<file path="config.mk">
export PLATFORM = sky130hd
export DESIGN_NAME = sorted_priority_queue
export DESIGN_NICKNAME = d
export VERILOG_FILES = /design/src/rtl/sortq_pkg.sv /design/src/rtl/sorted_priority_queue.sv /design/src/rtl/sortq_mem.sv /design/src/rtl/sortq_ctrl.sv
export SDC_FILE = /design/constraint.sdc
export NUM_CORES = 2
export LEC_CHECK = 0
export ABC_AREA = 1
export BUFFER_PORTS_ARGS = -buffer_cell sky130_fd_sc_hd__buf_2
export CAP_MARGIN = 20
export CORE_MARGIN = 2
export CORE_UTILIZATION = 30
export DETAILED_ROUTE_END_ITERATION = 10
export PLACE_DENSITY = 0.52
export SYNTH_ARGS = -nofsm -noshare
export SYNTH_HDL_FRONTEND = slang
export SYNTH_HIERARCHICAL = 1
export SYNTH_SLANG_ARGS = --single-unit
</file>
<file path="constraint.sdc">
create_clock -name clk -period 7.6 [get_ports clk]
set_input_delay 1.14 -clock clk [delete_from_list [all_inputs] [get_ports clk]]
set_output_delay 1.14 -clock clk [all_outputs]
set_load 0.05 [all_outputs]
</file>
<file path="src/rtl/sortq_pkg.sv">
package sortq_pkg;

	localparam int DEF_CAPACITY      = 64;
	localparam int DEF_VALUE_BITS    = 16;
	localparam int DEF_PRIORITY_BITS = 16;

	typedef enum logic [1:0] {
		ACT_INSERT = 2'd0,
		ACT_REMOVE = 2'd1,
		ACT_CHANGE = 2'd2,
		ACT_NONE   = 2'd3
	} action_t;

	typedef enum logic [1:0] {
		ST_OK        = 2'd0,
		ST_EMPTY     = 2'd1,
		ST_NOT_FOUND = 2'd2,
		ST_FULL      = 2'd3
	} status_t;

endpackage

</file>
<file path="src/rtl/sorted_priority_queue.sv">
// channel   direction  handshake              payload
// command   in         start high, busy low   action, item_value, item_priority
// result    out        done strobe, 1 cycle   status, head_value, head_priority,
//                                             head_valid, entry_count
//
// each transaction runs a memory scan that handles one entry per cycle:
// insert shifts the entries passed over, remove head shifts all the rest up, change
// priority searches, drops, reinserts; refused, empty, unused-action cases skip it
// the next command is taken in the cycle done is shown
// reset clears the entry count and control; entry memory needs no clearing
// the receiver cannot stall: done is high for exactly one cycle
module sorted_priority_queue
	import sortq_pkg::*;
#(
	parameter int CAPACITY      = DEF_CAPACITY,
	parameter int VALUE_BITS    = DEF_VALUE_BITS,
	parameter int PRIORITY_BITS = DEF_PRIORITY_BITS
) (
	input  logic                             clk,
	input  logic                             arst_n,
	input  logic                             start,
	output logic                             busy,
	input  logic [1:0]                       action,
	input  logic [VALUE_BITS-1:0]            item_value,
	input  logic [PRIORITY_BITS-1:0]         item_priority,
	output logic                             done,
	output logic [1:0]                       status,
	output logic [VALUE_BITS-1:0]            head_value,
	output logic [PRIORITY_BITS-1:0]         head_priority,
	output logic                             head_valid,
	output logic [$clog2(CAPACITY + 1)-1:0]  entry_count
);

	localparam int AW = $clog2(CAPACITY);
	localparam int EW = VALUE_BITS + PRIORITY_BITS;

	logic          mem_rd_en;
	logic [AW-1:0] mem_rd_addr;
	logic [EW-1:0] mem_rd_data;
	logic          mem_wr_en;
	logic [AW-1:0] mem_wr_addr;
	logic [EW-1:0] mem_wr_data;

	sortq_ctrl #(
		.CAPACITY      (CAPACITY),
		.VALUE_BITS    (VALUE_BITS),
		.PRIORITY_BITS (PRIORITY_BITS)
	) u_ctrl (
		.clk           (clk),
		.arst_n        (arst_n),
		.start         (start),
		.busy          (busy),
		.action        (action),
		.item_value    (item_value),
		.item_priority (item_priority),
		.done          (done),
		.status        (status),
		.head_value    (head_value),
		.head_priority (head_priority),
		.head_valid    (head_valid),
		.entry_count   (entry_count),
		.mem_rd_en     (mem_rd_en),
		.mem_rd_addr   (mem_rd_addr),
		.mem_rd_data   (mem_rd_data),
		.mem_wr_en     (mem_wr_en),
		.mem_wr_addr   (mem_wr_addr),
		.mem_wr_data   (mem_wr_data)
	);

	sortq_mem #(
		.DEPTH (CAPACITY),
		.WIDTH (EW)
	) u_mem (
		.clk     (clk),
		.rd_en   (mem_rd_en),
		.rd_addr (mem_rd_addr),
		.rd_data (mem_rd_data),
		.wr_en   (mem_wr_en),
		.wr_addr (mem_wr_addr),
		.wr_data (mem_wr_data)
	);

endmodule

</file>
<file path="src/rtl/sortq_mem.sv">
module sortq_mem #(
	parameter int DEPTH = 64,
	parameter int WIDTH = 32
) (
	input  logic                     clk,
	input  logic                     rd_en,
	input  logic [$clog2(DEPTH)-1:0] rd_addr,
	output logic [WIDTH-1:0]         rd_data,
	input  logic                     wr_en,
	input  logic [$clog2(DEPTH)-1:0] wr_addr,
	input  logic [WIDTH-1:0]         wr_data
);

	logic [WIDTH-1:0] mem [DEPTH];

	always_ff @(posedge clk) begin
		if (wr_en) begin
			mem[wr_addr] <= wr_data;
		end
		if (rd_en) begin
			rd_data <= mem[rd_addr];
		end
	end

endmodule

</file>
<file path="src/rtl/sortq_ctrl.sv">
module sortq_ctrl
	import sortq_pkg::*;
#(
	parameter int CAPACITY      = DEF_CAPACITY,
	parameter int VALUE_BITS    = DEF_VALUE_BITS,
	parameter int PRIORITY_BITS = DEF_PRIORITY_BITS,
	localparam int AW = $clog2(CAPACITY),
	localparam int CW = $clog2(CAPACITY + 1),
	localparam int EW = VALUE_BITS + PRIORITY_BITS
) (
	input  logic                     clk,
	input  logic                     arst_n,
	input  logic                     start,
	output logic                     busy,
	input  logic [1:0]               action,
	input  logic [VALUE_BITS-1:0]    item_value,
	input  logic [PRIORITY_BITS-1:0] item_priority,
	output logic                     done,
	output logic [1:0]               status,
	output logic [VALUE_BITS-1:0]    head_value,
	output logic [PRIORITY_BITS-1:0] head_priority,
	output logic                     head_valid,
	output logic [CW-1:0]            entry_count,
	output logic                     mem_rd_en,
	output logic [AW-1:0]            mem_rd_addr,
	input  logic [EW-1:0]            mem_rd_data,
	output logic                     mem_wr_en,
	output logic [AW-1:0]            mem_wr_addr,
	output logic [EW-1:0]            mem_wr_data
);

	typedef enum logic [2:0] {
		S_IDLE,
		S_INS_RD,
		S_INS_CMP,
		S_DROP_RD,
		S_DROP_WR,
		S_SRCH,
		S_HEAD,
		S_OUT
	} state_t;

	state_t                   state_q;
	logic [CW-1:0]            occ_q;
	logic [CW-1:0]            k_q;
	logic [VALUE_BITS-1:0]    val_q;
	logic [PRIORITY_BITS-1:0] pri_q;
	logic                     chg_q;
	status_t                  st_q;
	logic                     done_q;
	status_t                  status_q;
	logic [VALUE_BITS-1:0]    hval_q;
	logic [PRIORITY_BITS-1:0] hpri_q;
	logic                     hvalid_q;
	logic [CW-1:0]            count_q;

	logic [CW-1:0]            km1, km2, kp1, kp2, occ_m1;
	logic [VALUE_BITS-1:0]    rd_val;
	logic [PRIORITY_BITS-1:0] rd_pri;
	logic                     rd_match;
	logic                     rd_stays;
	action_t                  act;

	assign km1      = k_q - CW'(1);
	assign km2      = k_q - CW'(2);
	assign kp1      = k_q + CW'(1);
	assign kp2      = k_q + CW'(2);
	assign occ_m1   = occ_q - CW'(1);
	assign rd_val   = mem_rd_data[EW-1:PRIORITY_BITS];
	assign rd_pri   = mem_rd_data[PRIORITY_BITS-1:0];
	assign rd_match = (rd_val == val_q);
	assign rd_stays = (rd_pri >= pri_q);
	assign act      = action_t'(action);
	assign busy     = (state_q != S_IDLE);

	assign done          = done_q;
	assign status        = status_q;
	assign head_value    = hval_q;
	assign head_priority = hpri_q;
	assign head_valid    = hvalid_q;
	assign entry_count   = count_q;

	// memory port control
	always_comb begin
		mem_rd_en   = 1'b0;
		mem_rd_addr = '0;
		mem_wr_en   = 1'b0;
		mem_wr_addr = k_q[AW-1:0];
		mem_wr_data = {val_q, pri_q};
		unique case (state_q)
			S_IDLE: begin
				if (start && act == ACT_CHANGE && occ_q != '0) begin
					mem_rd_en = 1'b1;
				end
			end
			S_INS_RD: begin
				if (k_q == '0) begin
					mem_wr_en = 1'b1;
				end else begin
					mem_rd_en   = 1'b1;
					mem_rd_addr = km1[AW-1:0];
				end
			end
			S_INS_CMP: begin
				mem_wr_en = 1'b1;
				if (!rd_stays) begin
					mem_wr_data = mem_rd_data;
					if (km1 != '0) begin
						mem_rd_en   = 1'b1;
						mem_rd_addr = km2[AW-1:0];
					end
				end
			end
			S_DROP_RD: begin
				if (kp1 < occ_q) begin
					mem_rd_en   = 1'b1;
					mem_rd_addr = kp1[AW-1:0];
				end
			end
			S_DROP_WR: begin
				mem_wr_en   = 1'b1;
				mem_wr_data = mem_rd_data;
				if (kp2 < occ_q) begin
					mem_rd_en   = 1'b1;
					mem_rd_addr = kp2[AW-1:0];
				end
			end
			S_SRCH: begin
				if (!rd_match && kp1 < occ_q) begin
					mem_rd_en   = 1'b1;
					mem_rd_addr = kp1[AW-1:0];
				end
			end
			S_HEAD: begin
				mem_rd_en = 1'b1;
			end
			S_OUT: begin
			end
		endcase
	end

	always_ff @(posedge clk or negedge arst_n) begin
		if (!arst_n) begin
			state_q  <= S_IDLE;
			occ_q    <= '0;
			k_q      <= '0;
			chg_q    <= 1'b0;
			st_q     <= ST_OK;
			done_q   <= 1'b0;
			status_q <= ST_OK;
			hvalid_q <= 1'b0;
			count_q  <= '0;
			val_q    <= '0;
			pri_q    <= '0;
			hval_q   <= '0;
			hpri_q   <= '0;
		end else begin
			done_q <= 1'b0;
			unique case (state_q)
				S_IDLE: begin
					if (start) begin
						val_q <= item_value;
						pri_q <= item_priority;
						k_q   <= '0;
						chg_q <= 1'b0;
						st_q  <= ST_OK;
						unique case (act)
							ACT_INSERT: begin
								if (occ_q == CW'(CAPACITY)) begin
									st_q    <= ST_FULL;
									state_q <= S_HEAD;
								end else begin
									k_q     <= occ_q;
									state_q <= S_INS_RD;
								end
							end
							ACT_REMOVE: begin
								if (occ_q == '0) begin
									st_q    <= ST_EMPTY;
									state_q <= S_HEAD;
								end else begin
									state_q <= S_DROP_RD;
								end
							end
							ACT_CHANGE: begin
								chg_q <= 1'b1;
								if (occ_q == '0) begin
									st_q    <= ST_NOT_FOUND;
									state_q <= S_HEAD;
								end else begin
									state_q <= S_SRCH;
								end
							end
							ACT_NONE: begin
								state_q <= S_HEAD;
							end
						endcase
					end
				end
				S_INS_RD: begin
					if (k_q == '0) begin
						occ_q   <= occ_q + CW'(1);
						state_q <= S_HEAD;
					end else begin
						state_q <= S_INS_CMP;
					end
				end
				S_INS_CMP: begin
					if (rd_stays) begin
						occ_q   <= occ_q + CW'(1);
						state_q <= S_HEAD;
					end else begin
						k_q <= km1;
						if (km1 == '0) begin
							state_q <= S_INS_RD;
						end
					end
				end
				S_DROP_RD: begin
					if (kp1 < occ_q) begin
						state_q <= S_DROP_WR;
					end else begin
						occ_q <= occ_m1;
						k_q   <= occ_m1;
						state_q <= chg_q ? S_INS_RD : S_HEAD;
					end
				end
				S_DROP_WR: begin
					k_q <= kp1;
					if (!(kp2 < occ_q)) begin
						occ_q <= occ_m1;
						k_q   <= occ_m1;
						state_q <= chg_q ? S_INS_RD : S_HEAD;
					end
				end
				S_SRCH: begin
					if (rd_match) begin
						state_q <= S_DROP_RD;
					end else if (kp1 < occ_q) begin
						k_q <= kp1;
					end else begin
						st_q    <= ST_NOT_FOUND;
						state_q <= S_HEAD;
					end
				end
				S_HEAD: begin
					state_q <= S_OUT;
				end
				S_OUT: begin
					done_q   <= 1'b1;
					status_q <= st_q;
					count_q  <= occ_q;
					hvalid_q <= (occ_q != '0);
					hval_q   <= (occ_q != '0) ? rd_val : '0;
					hpri_q   <= (occ_q != '0) ? rd_pri : '0;
					state_q  <= S_IDLE;
				end
			endcase
		end
	end

endmodule
</file>
==> summary.md <==
| Metric | Value |
|---|---|
| DR iter-0 viols | 7787 |
| Synth top area share | 69.7% |
| Multi-input gate area | 22700 sq um |
| Fmax | 0.164 GHz |
| DRT antenna net count | 0 |
| Core Area | 297000 sq um |
| Critical path endpoint category | flip-flop |
| Syn_nets | 7777 |
| Root buffer cell | clkbuf_16 |
| Critical path required time | 8340 ps |
| Layout cells sized above 1 | 8.87% |
| Post-route DRC | 0 |
| CTS H-tree depth | 4 |
| Post_cts resized | 0 |
| Setup tns final | 0 ps |
| Place WS | 1540 ps |
| Largest net degree at the start of global routing | 162 |
| Clock Path Buffers | 3 |
| Setup Fix Bufs, Post-CTS | 0 |
| Antenna violations before repair | 13 |
| Post-synth top area cell | edfxtp_1 |
| Clk pin slew, worst setup/hold paths | 70 ps |
| Final period util | 80.4% |
| TritonRoute pass-1 iters | 6 |
| Clk_lat worst skew | 880 ps |
| Crit Path Class | flip-flop to flip-flop |
| Clk_skew | 44.8 ps |
| Cell Rows | 200 |
| TritonCTS clock tree | yes |
| Vias/cell | 5.17 |
| Vias | 61100 |
| CTS Buf Count | 219 |
| Die height | 550 um |
| Port bufs | 80 |
| Sequential area share after synthesis | 72.4% |
| Worst Setup Slack, final | 1490 ps |
| Gr usage total | 18.7% |
| CTS Hold Bufs | 0 |
| Detailed Route WL | 290000 um |
| Area occupied by registers | 64800 sq um |
| Cell Area, Synth | 89600 sq um |
| First-pass GRT wire length | 417000 um |
| Gr ovfl total | 0 |
| Worst slew pin tran | 1140 ps |
| Final nets | 7772 |
| Status | completed |
| Most frequent cells in the layout | 2572 x nand2_1, 2080 x edfxtp_1, 1970 x nand3_1 |
| Fin. Hold Viols | 0 |
| Worst hold slack | 256 ps |
| WP data arrival | 6850 ps |
| Post-synth EDFFs | 2080 |
| Synth top area cells | edfxtp_1 70%, nand3_1 11%, nand2_1 11%, dfrtp_1 2.7%, buf_2 1.7% |
| Count of final setup violators | 0 |
| Final slew viol count | 0 |
| Area growth syn-to-layout | 13.8% |
| Filler cells | 29000 |
| Syn Inst Count | 7704 |
| Worst Hold Class | input port to async pin |
| YS warnings | 6 |
| Gpl congestion | 0.849 |
| Die X | 550 um |
| Final min period | 6110 ps |
| HPWL reported at the end of detailed placement | 157000 um |
| Max-cap viol count | 0 |
| Startpoint types | flip-flop |
| Vias in the first global route | 57300 |
| Yosys cell types | 50 |
| Die area | 303000 sq um |
| Relative slew slack | 24.1% |
| Io pins | 81 |
| FFs w/ async S/R, synth | 4.37% |
| Primary FF master, synth | edfxtp_1 |
| Crit path max fanout | 161 |
| Fin util | 34.3% |
| #FFs+latches synth | 2175 |
| Starting Density | 30.2% |
| Syn Area/Cell | 11.6 sq um |
| Slowest stage delay, CP | 810 ps |
| Critical path's slowest cell | dfrtp_1 |
| WL/cell | 24.5 um |
| Crit-path most repeated cell | nand2_1 |
| RSZ-0062 raised after global routing | false |
| Commonest non-fill, non-tap cell in the layout | nand2_1 |
| CTS sink count | 2175 |
==> area by class of cell <==
cell class | instances | share of cell area [%]
Timing Repair Buffer | 263 | 2.16
Tap cell | 3939 | 4.84
Antenna cell | 2 | 0.00491
Inverter | 120 | 0.480
Multi-Input combinational cell | 4920 | 22.2
Clock inverter | 126 | 0.958
Clock buffer | 278 | 5.70
Sequential cell | 2175 | 63.6
==> Yosys cell counts, drive strengths merged (14+ instances only) <==
master / count
nand2: 2585
edfxtp: 2080
nand3: 1973
buf: 403
inv: 118
nor2: 117
o21ai: 111
dfrtp: 95
clkbuf: 86
ha: 36
nand4: 31
a21oi: 18
xor2: 14
==> sequential cells by signal, indices dropped and copies added (netlist names), 3 cells and up <==
register              count
u_ctrl/state_q            3
u_ctrl/val_q             16
u_mem/mem              2048
u_ctrl/occ_q              7
u_ctrl/head_value        16
u_ctrl/head_priority     16
u_ctrl/k_q                7
u_ctrl/entry_count        7
u_ctrl/pri_q             16
u_mem/rd_data            32
==> stage by stage <==
step                      cell area [sq um]  instances
after floorplan                       89600       7704
after global placement                95100      11400
after detailed placement              95100      11400
after CTS                            102000      11800
after global routing                 102000      11800
final                                102000      11800
==> cells by family (layout without fill, tap and decap cells) <==
logic type,after synthesis,after routing,share of synthesized area [%]
AOI/OAI and AO/OA,143,143,0.871
xor gates and xnor gates,16,16,0.156
adders and majority gates,36,36,0.503
buffers and inverters,609,787,3.27
DFF,2175,2175,72.4
muxes,1,1,0.0112
other,0,2,0
and+or+nand+nor,4724,4724,22.8
==> critical path: cells and delay by family, from the launching register on <==
family,cells,cell delay (ps)
compound gates,2,280
buf+inv,5,1430
simple gates,16,2660
fa+ha+maj,2,600
flops,1,810
==> routing by layer <==
metal  vias to the layer above  track usage (%)  routed length [um]  share of wire (%)
met2                      2590             29.4              132000                 45
met1                     30900             27.2              129000                 44
met4                         2             4.98                7120                2.5
li1                      27100                -                   -                  -
met5                         -                0                  13             0.0045
met3                       416             2.49               22400                7.7
==> worst paths after layout <==
check                                 startpoint                    to  slack, ps  cells after the start
worst min register to register  u_ctrl/status[0]      u_ctrl/status[0]        470                      2
min in group clk                u_ctrl/status[0]      u_ctrl/status[0]        470                      2
worst max-delay path               u_ctrl/k_q[0]     u_mem/rd_data[24]       1490                     25
worst min-delay path                      arst_n       u_ctrl/pri_q[4]        260                      1
worst max register to register     u_ctrl/k_q[0]     u_mem/rd_data[24]       1490                     25
max in group asynchronous                 arst_n  u_ctrl/head_value[0]       6180                      2
Power is left out: the tool's default activity adds up to more than one toggle a clock period on the data nets, which glitch-free logic cannot reach.
